--- src/hw/rtl/dft_pkg.sv ---
// ----------------------------------------------------------------------------
// dft_pkg
// Types and constants shared by the delimited field tokenizer modules.
// ----------------------------------------------------------------------------
package dft_pkg;

    localparam int CHAR_W   = 8;
    localparam int MSGLEN_W = 13;
    localparam int NFLD_W   = 7;
    localparam int FLEN_W   = 11;
    localparam int KIND_W   = 2;
    localparam int FIDX_W   = 6;
    localparam int POS_W    = 10;
    localparam int STAT_W   = 2;
    localparam int CNT_W    = 7;
    localparam int CFG_ADDR_W = 2;
    localparam int CFG_DATA_W = 13;
    localparam int TDATA_W  = 40;

    // result kinds
    localparam logic [KIND_W-1:0] KIND_CHAR = 2'd0;
    localparam logic [KIND_W-1:0] KIND_SEP  = 2'd1;
    localparam logic [KIND_W-1:0] KIND_END  = 2'd2;

    // line status
    localparam logic [STAT_W-1:0] ST_OK   = 2'd0;
    localparam logic [STAT_W-1:0] ST_BAD  = 2'd1;
    localparam logic [STAT_W-1:0] ST_LONG = 2'd2;

    // register indexes
    localparam logic [CFG_ADDR_W-1:0] CFG_SEPARATOR = 2'd0;
    localparam logic [CFG_ADDR_W-1:0] CFG_MAX_MSG   = 2'd1;
    localparam logic [CFG_ADDR_W-1:0] CFG_MAX_FLDS  = 2'd2;
    localparam logic [CFG_ADDR_W-1:0] CFG_MAX_FLEN  = 2'd3;

    localparam logic [CHAR_W-1:0]   SEP_RESET    = 8'd124;
    localparam logic [MSGLEN_W-1:0] MSG_RESET    = 13'd1024;
    localparam logic [NFLD_W-1:0]   FIELDS_RESET = 7'd16;
    localparam logic [FLEN_W-1:0]   FLEN_RESET   = 11'd64;

    localparam logic [CHAR_W-1:0]   CHAR_EOL   = 8'h00;
    localparam logic [CHAR_W-1:0]   CTRL_LIMIT = 8'h20;
    localparam logic [CHAR_W-1:0]   LOWER_A    = 8'h61;
    localparam logic [CHAR_W-1:0]   LOWER_Z    = 8'h7A;
    localparam logic [CHAR_W-1:0]   CASE_DELTA = 8'h20;
    localparam logic [MSGLEN_W-1:0] LEN_MAX    = 13'd8191;
    localparam logic [NFLD_W-1:0]   FIELD_MAX  = 7'd127;
    localparam logic [FLEN_W-1:0]   POS_MAX    = 11'd2047;

    typedef struct packed {
        logic [CHAR_W-1:0]   separator;
        logic [MSGLEN_W-1:0] max_msg_len;
        logic [NFLD_W-1:0]   max_fields;
        logic [FLEN_W-1:0]   max_field_len;
    } t_cfg;

    typedef struct packed {
        logic [KIND_W-1:0] kind;
        logic [CHAR_W-1:0] out_char;
        logic [FIDX_W-1:0] field_index;
        logic [POS_W-1:0]  char_position;
        logic [STAT_W-1:0] status;
        logic [CNT_W-1:0]  field_count;
    } t_result;

endpackage

--- src/hw/rtl/dft_cfg_regs.sv ---
// ----------------------------------------------------------------------------
// dft_cfg_regs
// Configuration registers: separator, message, field count and field limits.
// ----------------------------------------------------------------------------
module dft_cfg_regs (
    input  logic                            i_clk,
    input  logic                            i_rst_n,
    input  logic                            i_cfg_we,
    input  logic [dft_pkg::CFG_ADDR_W-1:0]  i_cfg_addr,
    input  logic [dft_pkg::CFG_DATA_W-1:0]  i_cfg_wdata,
    output dft_pkg::t_cfg                   o_cfg
);
    import dft_pkg::*;

    t_cfg r_cfg;

    always_ff @(posedge i_clk) begin
        if (!i_rst_n) begin
            r_cfg.separator     <= SEP_RESET;
            r_cfg.max_msg_len   <= MSG_RESET;
            r_cfg.max_fields    <= FIELDS_RESET;
            r_cfg.max_field_len <= FLEN_RESET;
        end else if (i_cfg_we) begin
            unique case (i_cfg_addr)
                CFG_SEPARATOR: r_cfg.separator     <= i_cfg_wdata[CHAR_W-1:0];
                CFG_MAX_MSG:   r_cfg.max_msg_len   <= i_cfg_wdata[MSGLEN_W-1:0];
                CFG_MAX_FLDS:  r_cfg.max_fields    <= i_cfg_wdata[NFLD_W-1:0];
                CFG_MAX_FLEN:  r_cfg.max_field_len <= i_cfg_wdata[FLEN_W-1:0];
                default: ;
            endcase
        end
    end

    assign o_cfg = r_cfg;

endmodule

--- src/hw/rtl/dft_step.sv ---
// ----------------------------------------------------------------------------
// dft_step
// Line state counters and the per-character result logic.
// ----------------------------------------------------------------------------
module dft_step (
    input  logic                        i_clk,
    input  logic                        i_rst_n,
    input  logic                        i_adv,
    input  logic [dft_pkg::CHAR_W-1:0]  i_char,
    input  dft_pkg::t_cfg               i_cfg,
    output dft_pkg::t_result            o_res
);
    import dft_pkg::*;

    logic [MSGLEN_W-1:0] r_line_len, n_line_len;
    logic [NFLD_W-1:0]   r_cur_field, n_cur_field;
    logic [FLEN_W-1:0]   r_field_pos, n_field_pos;
    logic                r_err, n_err;

    logic                empty_first;
    logic [MSGLEN_W-1:0] len_inc;
    logic [NFLD_W:0]     field_plus;
    logic [FLEN_W:0]     pos_plus;
    logic                is_lower;
    logic [STAT_W-1:0]   stat;

    assign empty_first = (r_cur_field == '0) && (r_field_pos == '0);
    assign len_inc     = (r_line_len < LEN_MAX) ? r_line_len + 1'b1 : LEN_MAX;
    assign field_plus  = {1'b0, r_cur_field} + 1'b1;
    assign pos_plus    = {1'b0, r_field_pos} + 1'b1;
    assign is_lower    = (i_char >= LOWER_A) && (i_char <= LOWER_Z);

    always_comb begin
        n_line_len  = r_line_len;
        n_cur_field = r_cur_field;
        n_field_pos = r_field_pos;
        n_err       = r_err;
        o_res       = '0;
        o_res.field_index   = r_cur_field[FIDX_W-1:0];
        o_res.char_position = r_field_pos[POS_W-1:0];

        if (i_char == CHAR_EOL) begin
            o_res.kind = KIND_END;
            n_err      = r_err | empty_first;
        end else if (i_char == i_cfg.separator) begin
            o_res.kind  = KIND_SEP;
            n_err       = r_err | empty_first
                          | (field_plus >= {1'b0, i_cfg.max_fields});
            n_line_len  = len_inc;
            n_cur_field = (r_cur_field < FIELD_MAX) ? field_plus[NFLD_W-1:0] : FIELD_MAX;
            n_field_pos = '0;
        end else begin
            o_res.kind     = KIND_CHAR;
            o_res.out_char = (r_cur_field == '0 && is_lower) ? i_char - CASE_DELTA : i_char;
            n_err          = r_err | (i_char < CTRL_LIMIT)
                             | (pos_plus >= {1'b0, i_cfg.max_field_len});
            n_line_len     = len_inc;
            n_field_pos    = (r_field_pos < POS_MAX) ? pos_plus[FLEN_W-1:0] : POS_MAX;
        end

        // too long wins over a bad request
        if (n_line_len >= i_cfg.max_msg_len) begin
            stat = ST_LONG;
        end else if (n_err) begin
            stat = ST_BAD;
        end else begin
            stat = ST_OK;
        end
        o_res.status = stat;

        if (o_res.kind == KIND_END) begin
            if (stat == ST_OK) begin
                o_res.field_count = field_plus[CNT_W-1:0];
            end
            n_line_len  = '0;
            n_cur_field = '0;
            n_field_pos = '0;
            n_err       = 1'b0;
        end
    end

    always_ff @(posedge i_clk) begin
        if (!i_rst_n) begin
            r_line_len  <= '0;
            r_cur_field <= '0;
            r_field_pos <= '0;
            r_err       <= 1'b0;
        end else if (i_adv) begin
            r_line_len  <= n_line_len;
            r_cur_field <= n_cur_field;
            r_field_pos <= n_field_pos;
            r_err       <= n_err;
        end
    end

endmodule

--- src/hw/rtl/delimited_field_tokenizer.sv ---
// ----------------------------------------------------------------------------
// delimited_field_tokenizer
// Splits a character stream into separator-delimited fields, one result
// beat per character.
// ----------------------------------------------------------------------------
// Usage:
//   Slave stream: one character per beat in tdata; code 0 ends the line.
//   Master stream: one result beat per input beat. tuser holds the result
//   kind (character, field end at separator, line end); tdata holds the
//   character, field index, position, status and, at an ok line end, the count.
//   Config port: write enable, register index and data; write only while
//   no beat is in flight.
//   An input beat is held in the input register, then the counter update and
//   result logic feed the output register when the result can advance.
//   Throughput is one character per cycle while the receiver takes results:
//   the line counters update as each beat advances, so a new beat is taken
//   every cycle. When the receiver stalls, the result is held; tready stays
//   high only while the input register is empty.
//   Reset clears both valid flags and the line state and loads default limits.
// ----------------------------------------------------------------------------
module delimited_field_tokenizer (
    input  logic                          i_clk,
    input  logic                          i_rst_n,
    input  logic                          i_s_axis_tvalid,
    output logic                          o_s_axis_tready,
    input  logic [dft_pkg::CHAR_W-1:0]    i_s_axis_tdata,  // [7:0] char_code
    output logic                          o_m_axis_tvalid,
    input  logic                          i_m_axis_tready,
    // [7:0] out_char, [13:8] field_index, [23:14] char_position,
    // [25:24] status, [32:26] field_count, [39:33] zero
    output logic [dft_pkg::TDATA_W-1:0]   o_m_axis_tdata,
    output logic [dft_pkg::KIND_W-1:0]    o_m_axis_tuser,  // [1:0] result_kind
    input  logic                          i_cfg_we,
    input  logic [dft_pkg::CFG_ADDR_W-1:0] i_cfg_addr,
    input  logic [dft_pkg::CFG_DATA_W-1:0] i_cfg_wdata
);
    import dft_pkg::*;

    t_cfg              cfg;
    t_result           res;
    logic              r_in_valid;
    logic [CHAR_W-1:0] r_in_char;
    logic              r_out_valid;
    t_result           r_out;
    logic              adv;
    logic              in_ready;

    assign adv      = r_in_valid && (!r_out_valid || i_m_axis_tready);
    assign in_ready = !r_in_valid || adv;

    dft_cfg_regs u_cfg (
        .i_clk       (i_clk),
        .i_rst_n     (i_rst_n),
        .i_cfg_we    (i_cfg_we),
        .i_cfg_addr  (i_cfg_addr),
        .i_cfg_wdata (i_cfg_wdata),
        .o_cfg       (cfg)
    );

    dft_step u_step (
        .i_clk   (i_clk),
        .i_rst_n (i_rst_n),
        .i_adv   (adv),
        .i_char  (r_in_char),
        .i_cfg   (cfg),
        .o_res   (res)
    );

    always_ff @(posedge i_clk) begin
        if (!i_rst_n) begin
            r_in_valid <= 1'b0;
        end else if (in_ready) begin
            r_in_valid <= i_s_axis_tvalid;
        end
    end

    always_ff @(posedge i_clk) begin
        if (in_ready && i_s_axis_tvalid) begin
            r_in_char <= i_s_axis_tdata;
        end
    end

    always_ff @(posedge i_clk) begin
        if (!i_rst_n) begin
            r_out_valid <= 1'b0;
        end else if (adv) begin
            r_out_valid <= 1'b1;
        end else if (i_m_axis_tready) begin
            r_out_valid <= 1'b0;
        end
    end

    always_ff @(posedge i_clk) begin
        if (adv) begin
            r_out <= res;
        end
    end

    assign o_s_axis_tready = in_ready;
    assign o_m_axis_tvalid = r_out_valid;
    assign o_m_axis_tuser  = r_out.kind;
    assign o_m_axis_tdata  = {{(TDATA_W - CNT_W - STAT_W - POS_W - FIDX_W - CHAR_W){1'b0}},
                              r_out.field_count, r_out.status, r_out.char_position,
                              r_out.field_index, r_out.out_char};

endmodule

--- config.mk ---
export PLATFORM = sky130hd
export DESIGN_NAME = delimited_field_tokenizer
export DESIGN_NICKNAME = d
export VERILOG_FILES = /design/src/hw/rtl/dft_pkg.sv /design/src/hw/rtl/dft_cfg_regs.sv /design/src/hw/rtl/dft_step.sv /design/src/hw/rtl/delimited_field_tokenizer.sv
export SDC_FILE = /design/constraint.sdc
export NUM_CORES = 1
export LEC_CHECK = 0
export BUFFER_PORTS_ARGS = -buffer_cell sky130_fd_sc_hd__buf_2
export CORE_MARGIN = 5
export CORE_UTILIZATION = 40
export CTS_BUF_LIST = sky130_fd_sc_hd__clkbuf_4
export DETAILED_ROUTE_END_ITERATION = 16
export GPL_TIMING_DRIVEN = 1
export HOLD_SLACK_MARGIN = 0.05
export MAX_ROUTING_LAYER = met4
export PLACE_DENSITY_LB_ADDON = 0.25
export SYNTH_ARGS = -nofsm -noshare
export SYNTH_HDL_FRONTEND = slang
export SYNTH_SLANG_ARGS = --single-unit
--- constraint.sdc ---
create_clock -name i_clk -period 9.7 [get_ports i_clk]
set_clock_uncertainty 0.05 [all_clocks]
set_input_delay 0.485 -clock i_clk [delete_from_list [all_inputs] [get_ports i_clk]]
set_output_delay 0.485 -clock i_clk [all_outputs]
set_load 0.01 [all_outputs]
==> impl_results.rst, run 1 <==
.. list-table::
   :header-rows: 1

   * - Metric
     - Value
   * - Clock buffers created by TritonCTS
     - 17
   * - Dominant synthesized flop cell
     - sky130_fd_sc_hd__dfxtp_1
   * - Worst-path cell with the longest stage delay
     - sky130_fd_sc_hd__nor4_1
   * - Vias in the first global route
     - ~4,500
   * - Startpoint-to-endpoint class of the critical path
     - register to register
   * - Starting density of the core
     - 40.8%
   * - DRT Wirelength
     - approximately 16 mm
   * - Via Count
     - 4,882
   * - Worst hold stages
     - 3
   * - Register Area
     - approximately 2800 µm²
   * - Vert. Die Dim
     - 132 µm
   * - Yosys cell types
     - 66
   * - Multi-input gate area in the final layout
     - around 2800 µm²
   * - Slew Limit Fails
     - 0
   * - Post-Syn Instances
     - ~640
   * - Synthesized area per cell
     - between 9 and 10 µm²
   * - Highest ir drop seen on vdd
     - about 0.06 mV
   * - Max-cap violations
     - 0
   * - Achievable frequency
     - just over 200 MHz
   * - Maximum fanout encountered on the critical timing path
     - 15
   * - Share of layout cells above drive strength 1
     - around 17%
   * - Die width
     - ~130 µm
   * - Count of cells along the worst register-to-register path
     - 13
   * - Fraction of the yosys area taken by sequential cells
     - 46.2%
   * - Number of synthesized flops with an enable pin
     - 43
   * - Async S/R FF share, synth
     - 0%
   * - Routed via count divided by cell count
     - between 5 and 6
   * - Post-layout util
     - between 40% and 50%
   * - Maximum number of pins on one net before global-route repair
     - 52
   * - Drt wl/cell
     - around 17 µm
   * - Initial DRC Count
     - between 400 and 500
   * - Final net count
     - ~780
   * - Worst slew margin relative to its limit
     - a little over two fifths
   * - Leading cell type in the layout, fill and taps excluded
     - sky130_fd_sc_hd__nand2_1
   * - First-pass GRT wire length
     - 24.7 mm
   * - Number of buffers on the longest clock path
     - 2
   * - Antenna violations before repair
     - 0
   * - Sum of negative setup slack
     - 0 ns
   * - Worst slew pin tran
     - 0.855 ns
   * - Most frequent cells in the layout
     - sky130_fd_sc_hd__nand2_1, sky130_fd_sc_hd__dfxtp_1, sky130_fd_sc_hd__buf_2, sky130_fd_sc_hd__a21oi_1, sky130_fd_sc_hd__inv_1
   * - Flops & latches, synth
     - approximately 120
   * - Netlist area before placement
     - roughly 6000 µm²
   * - CTS root buf
     - sky130_fd_sc_hd__clkbuf_4
   * - Core ar.
     - roughly 15,000 µm²
   * - Die area
     - about 17,000 µm²
   * - Most used cell, CP
     - sky130_fd_sc_hd__a21oi_1
   * - Instance count on the critical path
     - 13
   * - Minimum period implied by the final worst setup slack
     - about 5 ns
   * - Critical path startpoint category
     - register
   * - Later-pin clock latency in the skew report
     - roughly 0.57 ns
   * - Series of cell instances along the critical path
     - nor4_1 -> nand3_1 -> inv_1 -> nor2_1 -> a31oi_1 -> o21ai_0 -> ha_1 -> a21o_1 -> a21oi_1 -> nor2b_1 -> a2111oi_0 -> a21oi_1 -> or2_2
   * - Number of H-tree levels
     - 4
   * - Fillcell total
     - 1,429
   * - Signal arrival time at the worst endpoint
     - around 5.2 ns
   * - First drt pass iteration count
     - 5
   * - TritonCTS clock tree
     - yes
   * - Period utilisation layout
     - roughly half
   * - Number of hold-slack violations in the final timing report
     - 0
   * - RSZ-0062 raised after global routing
     - false
   * - CTS sink cnt
     - 116
   * - DP Wirelength
     - roughly 11 mm
   * - Worst path required time
     - ~10 ns
   * - Lkg Pwr
     - 2.73 nW
   * - Synth warnings
     - 0
   * - I/O pin count
     - 72
   * - Critical path capture point type
     - register
   * - Final weighted congestion in routability-driven placement
     - around 0.90
   * - Status
     - completed
   * - Grt ovf
     - 0
   * - Final setup fails
     - 0
   * - Area overhead of the layout relative to synthesis
     - 12.5%
   * - Buffers & Inverters on Critical Path
     - 1
   * - Min-Delay Path Class
     - input port to register
   * - Top cell family by delay on the critical path
     - simple AND/OR/NAND/NOR gates
   * - Largest stage delay on the critical path
     - around 0.63 ns
   * - Cell Pwr Density
     - around 140 nW/µm²
   * - Routed Antenna Nets
     - 0
   * - Inserted Diodes
     - 0
   * - Total DRC errors in the routed layout
     - 0
   * - Reg clk slew, reported paths
     - about 0.11 ns
   * - Count of buffers inserted at the top-level ports
     - 64
   * - Number of rows created at floorplan
     - between 40 and 50
   * - Global routing usage summed across all routing layers
     - a little under a fifth
   * - Total Power
     - roughly 0.96 mW
[per-layer routing]
metal  global-route usage [%]  up-vias  part of all wire (%)
met2                     27.1      174                    45
met1                     24.6     2294                    46
met5                        -        -                     0
li1                         -     2388                     -
met3                     4.27       26                   6.7
met4                     7.03        0                   2.2
[cells in the mapped netlist, drive strengths merged, types with 8 or more instances]
master / number / area (µm²)
a21o: 8 / 61.3
a21oi: 58 / 290
a31oi: 11 / 68.8
and3: 11 / 70.1
buf: 13 / 87.6
clkbuf: 22 / 125
dfxtp: 73 / 1460
edfxtp: 43 / 1290
ha: 37 / 463
inv: 44 / 165
nand2: 103 / 387
nand3: 26 / 130
nor2: 36 / 135
nor3: 10 / 71.3
nor4: 8 / 50.1
o21ai: 29 / 145
xnor2: 17 / 149
xor2: 9 / 78.8
[registers in the layout (all words and copies together), names as in the netlist, 2 cells and up]
name,cells
o_m_axis_tuser,2
u_cfg.o_cfg,39
u_step.r_cur_field,7
u_step.r_line_len,13
r_in_char,8
u_step.r_field_pos,11
o_m_axis_tdata,33
[cell type report]
| cell class | count | share of cell area (%) |
|---|---|---|
| multi-input cells | 454 | 42.5 |
| flip-flops and latches | 116 | 41.1 |
| repair buffers | 76 | 6.42 |
| well taps | 184 | 3.43 |
| inverters | 45 | 2.52 |
| clock inverters | 14 | 2.05 |
| clock buffers | 18 | 2.02 |
[report_power, final]
group	leakage (nW)	switching (mW)	internal [mW]
Combinational	1.58	0.0525	0.0322
Sequential	0.995	0.00914	0.521
Clock	0.150	0.196	0.154
[final timing paths]
kind              startpoint                 end  slack [ns]
max             r_in_char[2]  o_m_axis_tdata[25]        4.75
min          i_cfg_wdata[11]     u_cfg.o_cfg[29]        0.11
max reg2reg     r_in_char[2]  o_m_axis_tdata[25]        4.75
min reg2reg   u_cfg.o_cfg[9]      u_cfg.o_cfg[9]        0.41
[tightest hold or removal path, cell delays in order]
cell and delay, ns:
sky130_fd_sc_hd__buf_2 0.10, sky130_fd_sc_hd__nand2_1 0.05, sky130_fd_sc_hd__a21oi_1 0.05
[stage by stage]
stage          instance area (µm²)  hold slack [ns]  setup slack (ns)  std cells
6_report                      6700            0.108              4.75        907
2_1_floorplan                 5980            0.357              6.22        650
3_5_place_dp                  6350            0.398              4.86        867
5_1_grt                       6700           0.0868              4.48        907
4_1_cts                       6700           0.0544              4.81        907
3_3_place_gp                  6350            0.396              4.98        867
[what timing repair did]
| action | in CTS | in global routing |
|---|---|---|
| setup endpoints to repair | 0 | 0 |
| hold endpoints to repair | 8 | 0 |
| hold buffers | 8 | 0 |
| gates resized for setup | 0 | 0 |
| setup buffers | 0 | 0 |
[kinds of logic after synthesis]
logic type / Yosys count / share of synthesized area (%)
AO/OA/AOI/OAI: 144 / 15.1
XOR/XNOR: 26 / 3.82
adder cells (fa/ha/maj): 37 / 7.77
buffers and inverters: 80 / 6.40
flip-flops: 116 / 46.2
multiplexers: 9 / 1.62
other: 1 / 0.0629
AND/OR/NAND/NOR: 231 / 19.0
Note: power is estimated with default switching activity, not from simulation.
==> run 2: changes to the inputs <==
==> constraint.sdc (replaced) <==
create_clock -name i_clk -period 4.1 [get_ports i_clk]
set_clock_uncertainty 0.05 [all_clocks]
set_input_delay 0.205 -clock i_clk [delete_from_list [all_inputs] [get_ports i_clk]]
set_output_delay 0.205 -clock i_clk [all_outputs]
set_load 0.01 [all_outputs]
==> run 2 against run 1 <==
Combinational power grew to 2.5 times the previous value. Sequential cell count stayed put. Via count is 1.7% higher. Clock power grew to 2.6 times the previous value. Worst setup slack worse by 4.4 ns. Critical path depth is 1 lower. Clock-buffer cell count is 1 higher. Hold slack worse by 0.011 ns. Core utilization is 1.6 points higher. Wire length is 1.5% higher. Non-clock buffer count is 21 higher. Global-route usage is 0.38 points higher. Largest cell class unchanged.
==> impl_results.rst, run 2 (synthesis gave the netlist of run 1 again) <==
.. list-table::
   :header-rows: 1

   * - Metric
     - Value
   * - TritonCTS clock tree
     - yes
   * - CTS sink cnt
     - 116
   * - Inserted Diodes
     - 0
   * - Achievable frequency
     - approximately 270 MHz
   * - Later-pin clock latency in the skew report
     - between 0.5 and 0.6 ns
   * - First-pass GRT wire length
     - roughly 25 mm
   * - Final weighted congestion in routability-driven placement
     - 0.943
   * - Vert. Die Dim
     - 132 µm
   * - Worst slew pin tran
     - roughly 0.86 ns
   * - Worst slew margin relative to its limit
     - about 43%
   * - Total DRC errors in the routed layout
     - 0
   * - Worst-path cell with the longest stage delay
     - sky130_fd_sc_hd__a2111oi_1
   * - Series of cell instances along the critical path
     - nand4_1 -> nor3_2 -> and2b_1 -> nand2_1 -> o21ai_0 -> ha_1 -> a21o_1 -> a21oi_1 -> nor2b_1 -> a2111oi_1 -> a21oi_2 -> or2_2
   * - RSZ-0062 raised after global routing
     - false
   * - Critical path startpoint category
     - register
   * - CTS root buf
     - sky130_fd_sc_hd__clkbuf_4
   * - Area overhead of the layout relative to synthesis
     - 16.4%
   * - Number of rows created at floorplan
     - 44
   * - Number of hold-slack violations in the final timing report
     - 0
   * - Highest ir drop seen on vdd
     - 0.180 mV
   * - Vias in the first global route
     - approximately 4,700
   * - Leading cell type in the layout, fill and taps excluded
     - sky130_fd_sc_hd__nand2_1
   * - Number of H-tree levels
     - 4
   * - Core ar.
     - between 10,000 and 15,000 µm²
   * - Die width
     - between 100 and 150 µm
   * - Final setup fails
     - 0
   * - Largest stage delay on the critical path
     - around 0.48 ns
   * - Most frequent cells in the layout
     - sky130_fd_sc_hd__nand2_1, sky130_fd_sc_hd__dfxtp_1, sky130_fd_sc_hd__buf_2, sky130_fd_sc_hd__a21oi_1, sky130_fd_sc_hd__inv_1
   * - Reg clk slew, reported paths
     - about 0.10 ns
   * - First drt pass iteration count
     - 7
   * - Min setup slack post-route
     - between 0.3 and 0.4 ns
   * - Antenna violations before repair
     - 0
   * - Total Power
     - ~2.4 mW
   * - Minimum period implied by the final worst setup slack
     - 3.71 ns
   * - Post-CTS setup buffer count
     - 0
   * - Final net count
     - a little under 800
   * - Maximum number of pins on one net before global-route repair
     - 36
   * - Top cell family by delay on the critical path
     - simple AND/OR/NAND/NOR gates
   * - Lkg Pwr
     - 2.83 nW
   * - Worst slack at placement
     - around 0.42 ns
   * - Critical path capture point type
     - register
   * - Global routing usage summed across all routing layers
     - about a fifth
   * - Post-layout util
     - roughly 48%
   * - Maximum fanout encountered on the critical timing path
     - 9
   * - Slew Limit Fails
     - 0
   * - I/O pin count
     - 72
   * - Number of buffers on the longest clock path
     - 2
   * - Cell Pwr Density
     - about 340 nW/µm²
   * - Starting density of the core
     - 40.8%
   * - DP Wirelength
     - roughly 12 mm
   * - DRT Wirelength
     - 15.7 mm
   * - Max-cap violations
     - 0
   * - Initial DRC Count
     - between 400 and 500
   * - Via Count
     - just under 5,000
   * - Startpoint-to-endpoint class of the critical path
     - register to register
   * - Largest register FFs
     - 39
   * - Routed Antenna Nets
     - 0
   * - Worst path required time
     - about 4.3 ns
   * - Count of placed standard cells including taps
     - slightly below 900
   * - Status
     - completed
   * - Sum of negative setup slack
     - 0 ns
   * - Drt wl/cell
     - between 15 and 20 µm
   * - Period utilisation layout
     - ~91%
   * - Count of buffers inserted at the top-level ports
     - between 60 and 70
   * - Grt ovf
     - 0
   * - Min-Delay Path Class
     - input port to register
   * - Signal arrival time at the worst endpoint
     - roughly 4.0 ns
   * - Clock buffers created by TritonCTS
     - 17
   * - Buffers & Inverters on Critical Path
     - 0
   * - Count of non-filler cells in the finished layout
     - 928
   * - Share of layout cells above drive strength 1
     - between 10% and 20%
   * - Die area
     - 17,400 µm²
   * - Routed via count divided by cell count
     - 5.35
[run 2: cell types whose count changed in the layout (fill, tap and decap cells not counted), sizes merged]
cell,delta
bufinv,+2
inv,-2
buf,+5
dlygate4sd3,+16
clkinvlp,-1
clkbuf,+1
[run 2: timing repair]
| action | in CTS | in global routing |
|---|---|---|
| hold buffers | 24 | 0 |
| endpoints found under the hold margin | 49 | 0 |
| endpoints found under the setup margin | 0 | 7 |
| resized for setup | 0 | 2 |
[run 2: layout make-up]
type	instances	area (µm²)
clock inverters	13	164
multi-input cells	454	2850
fillers	1362	7650
clock buffers	19	143
well taps	184	230
repair buffers	97	628
flip-flops and latches	116	2750
inverters	45	169
[run 2: path summary, 6_finish.rpt]
check                             from                  to  slack [ns]  cells after the start
hold reg to reg         u_cfg.o_cfg[7]      u_cfg.o_cfg[7]        0.41                      2
setup / recovery  u_step.r_line_len[0]  o_m_axis_tdata[25]        0.39                     12
setup reg to reg  u_step.r_line_len[0]  o_m_axis_tdata[25]        0.39                     12
hold / removal           i_cfg_addr[0]     u_cfg.o_cfg[31]         0.1                      4
[run 2: worst reg2reg max path: stages, from the launching register on]
cell,delay (ns)
sky130_fd_sc_hd__dfxtp_1,0.44
sky130_fd_sc_hd__nand4_1,0.31
sky130_fd_sc_hd__nor3_2,0.41
sky130_fd_sc_hd__and2b_1,0.30
sky130_fd_sc_hd__nand2_1,0.17
sky130_fd_sc_hd__o21ai_0,0.12
sky130_fd_sc_hd__ha_1,0.28
sky130_fd_sc_hd__a21o_1,0.16
sky130_fd_sc_hd__a21oi_1,0.13
sky130_fd_sc_hd__nor2b_1,0.06
sky130_fd_sc_hd__a2111oi_1,0.48
sky130_fd_sc_hd__a21oi_2,0.24
sky130_fd_sc_hd__or2_2,0.32
[run 2: through the flow]
stage / area (µm²) / hold WS, ns
3_3_place_gp: 6390 / 0.333
3_5_place_dp: 6390 / 0.337
2_1_floorplan: 5980 / 0.254
4_1_cts: 6930 / 0.0518
5_1_grt: 6940 / 0.0988
6_report: 6940 / 0.0972
[run 2: power breakdown]
group | internal, mW | switching [mW]
logic | 0.0873 | 0.126
clock network | 0.485 | 0.420
registers | 1.23 | 0.0225
total | 1.80 | 0.569
[run 2: per-layer routing]
metal	global-route usage (%)	vias to the layer above	share of wire [%]
li1	-	2429	-
met1	25.4	2340	45
met2	27.4	169	45
met3	3.97	25	7.0
met4	7.83	0	2.5
met5	-	-	0
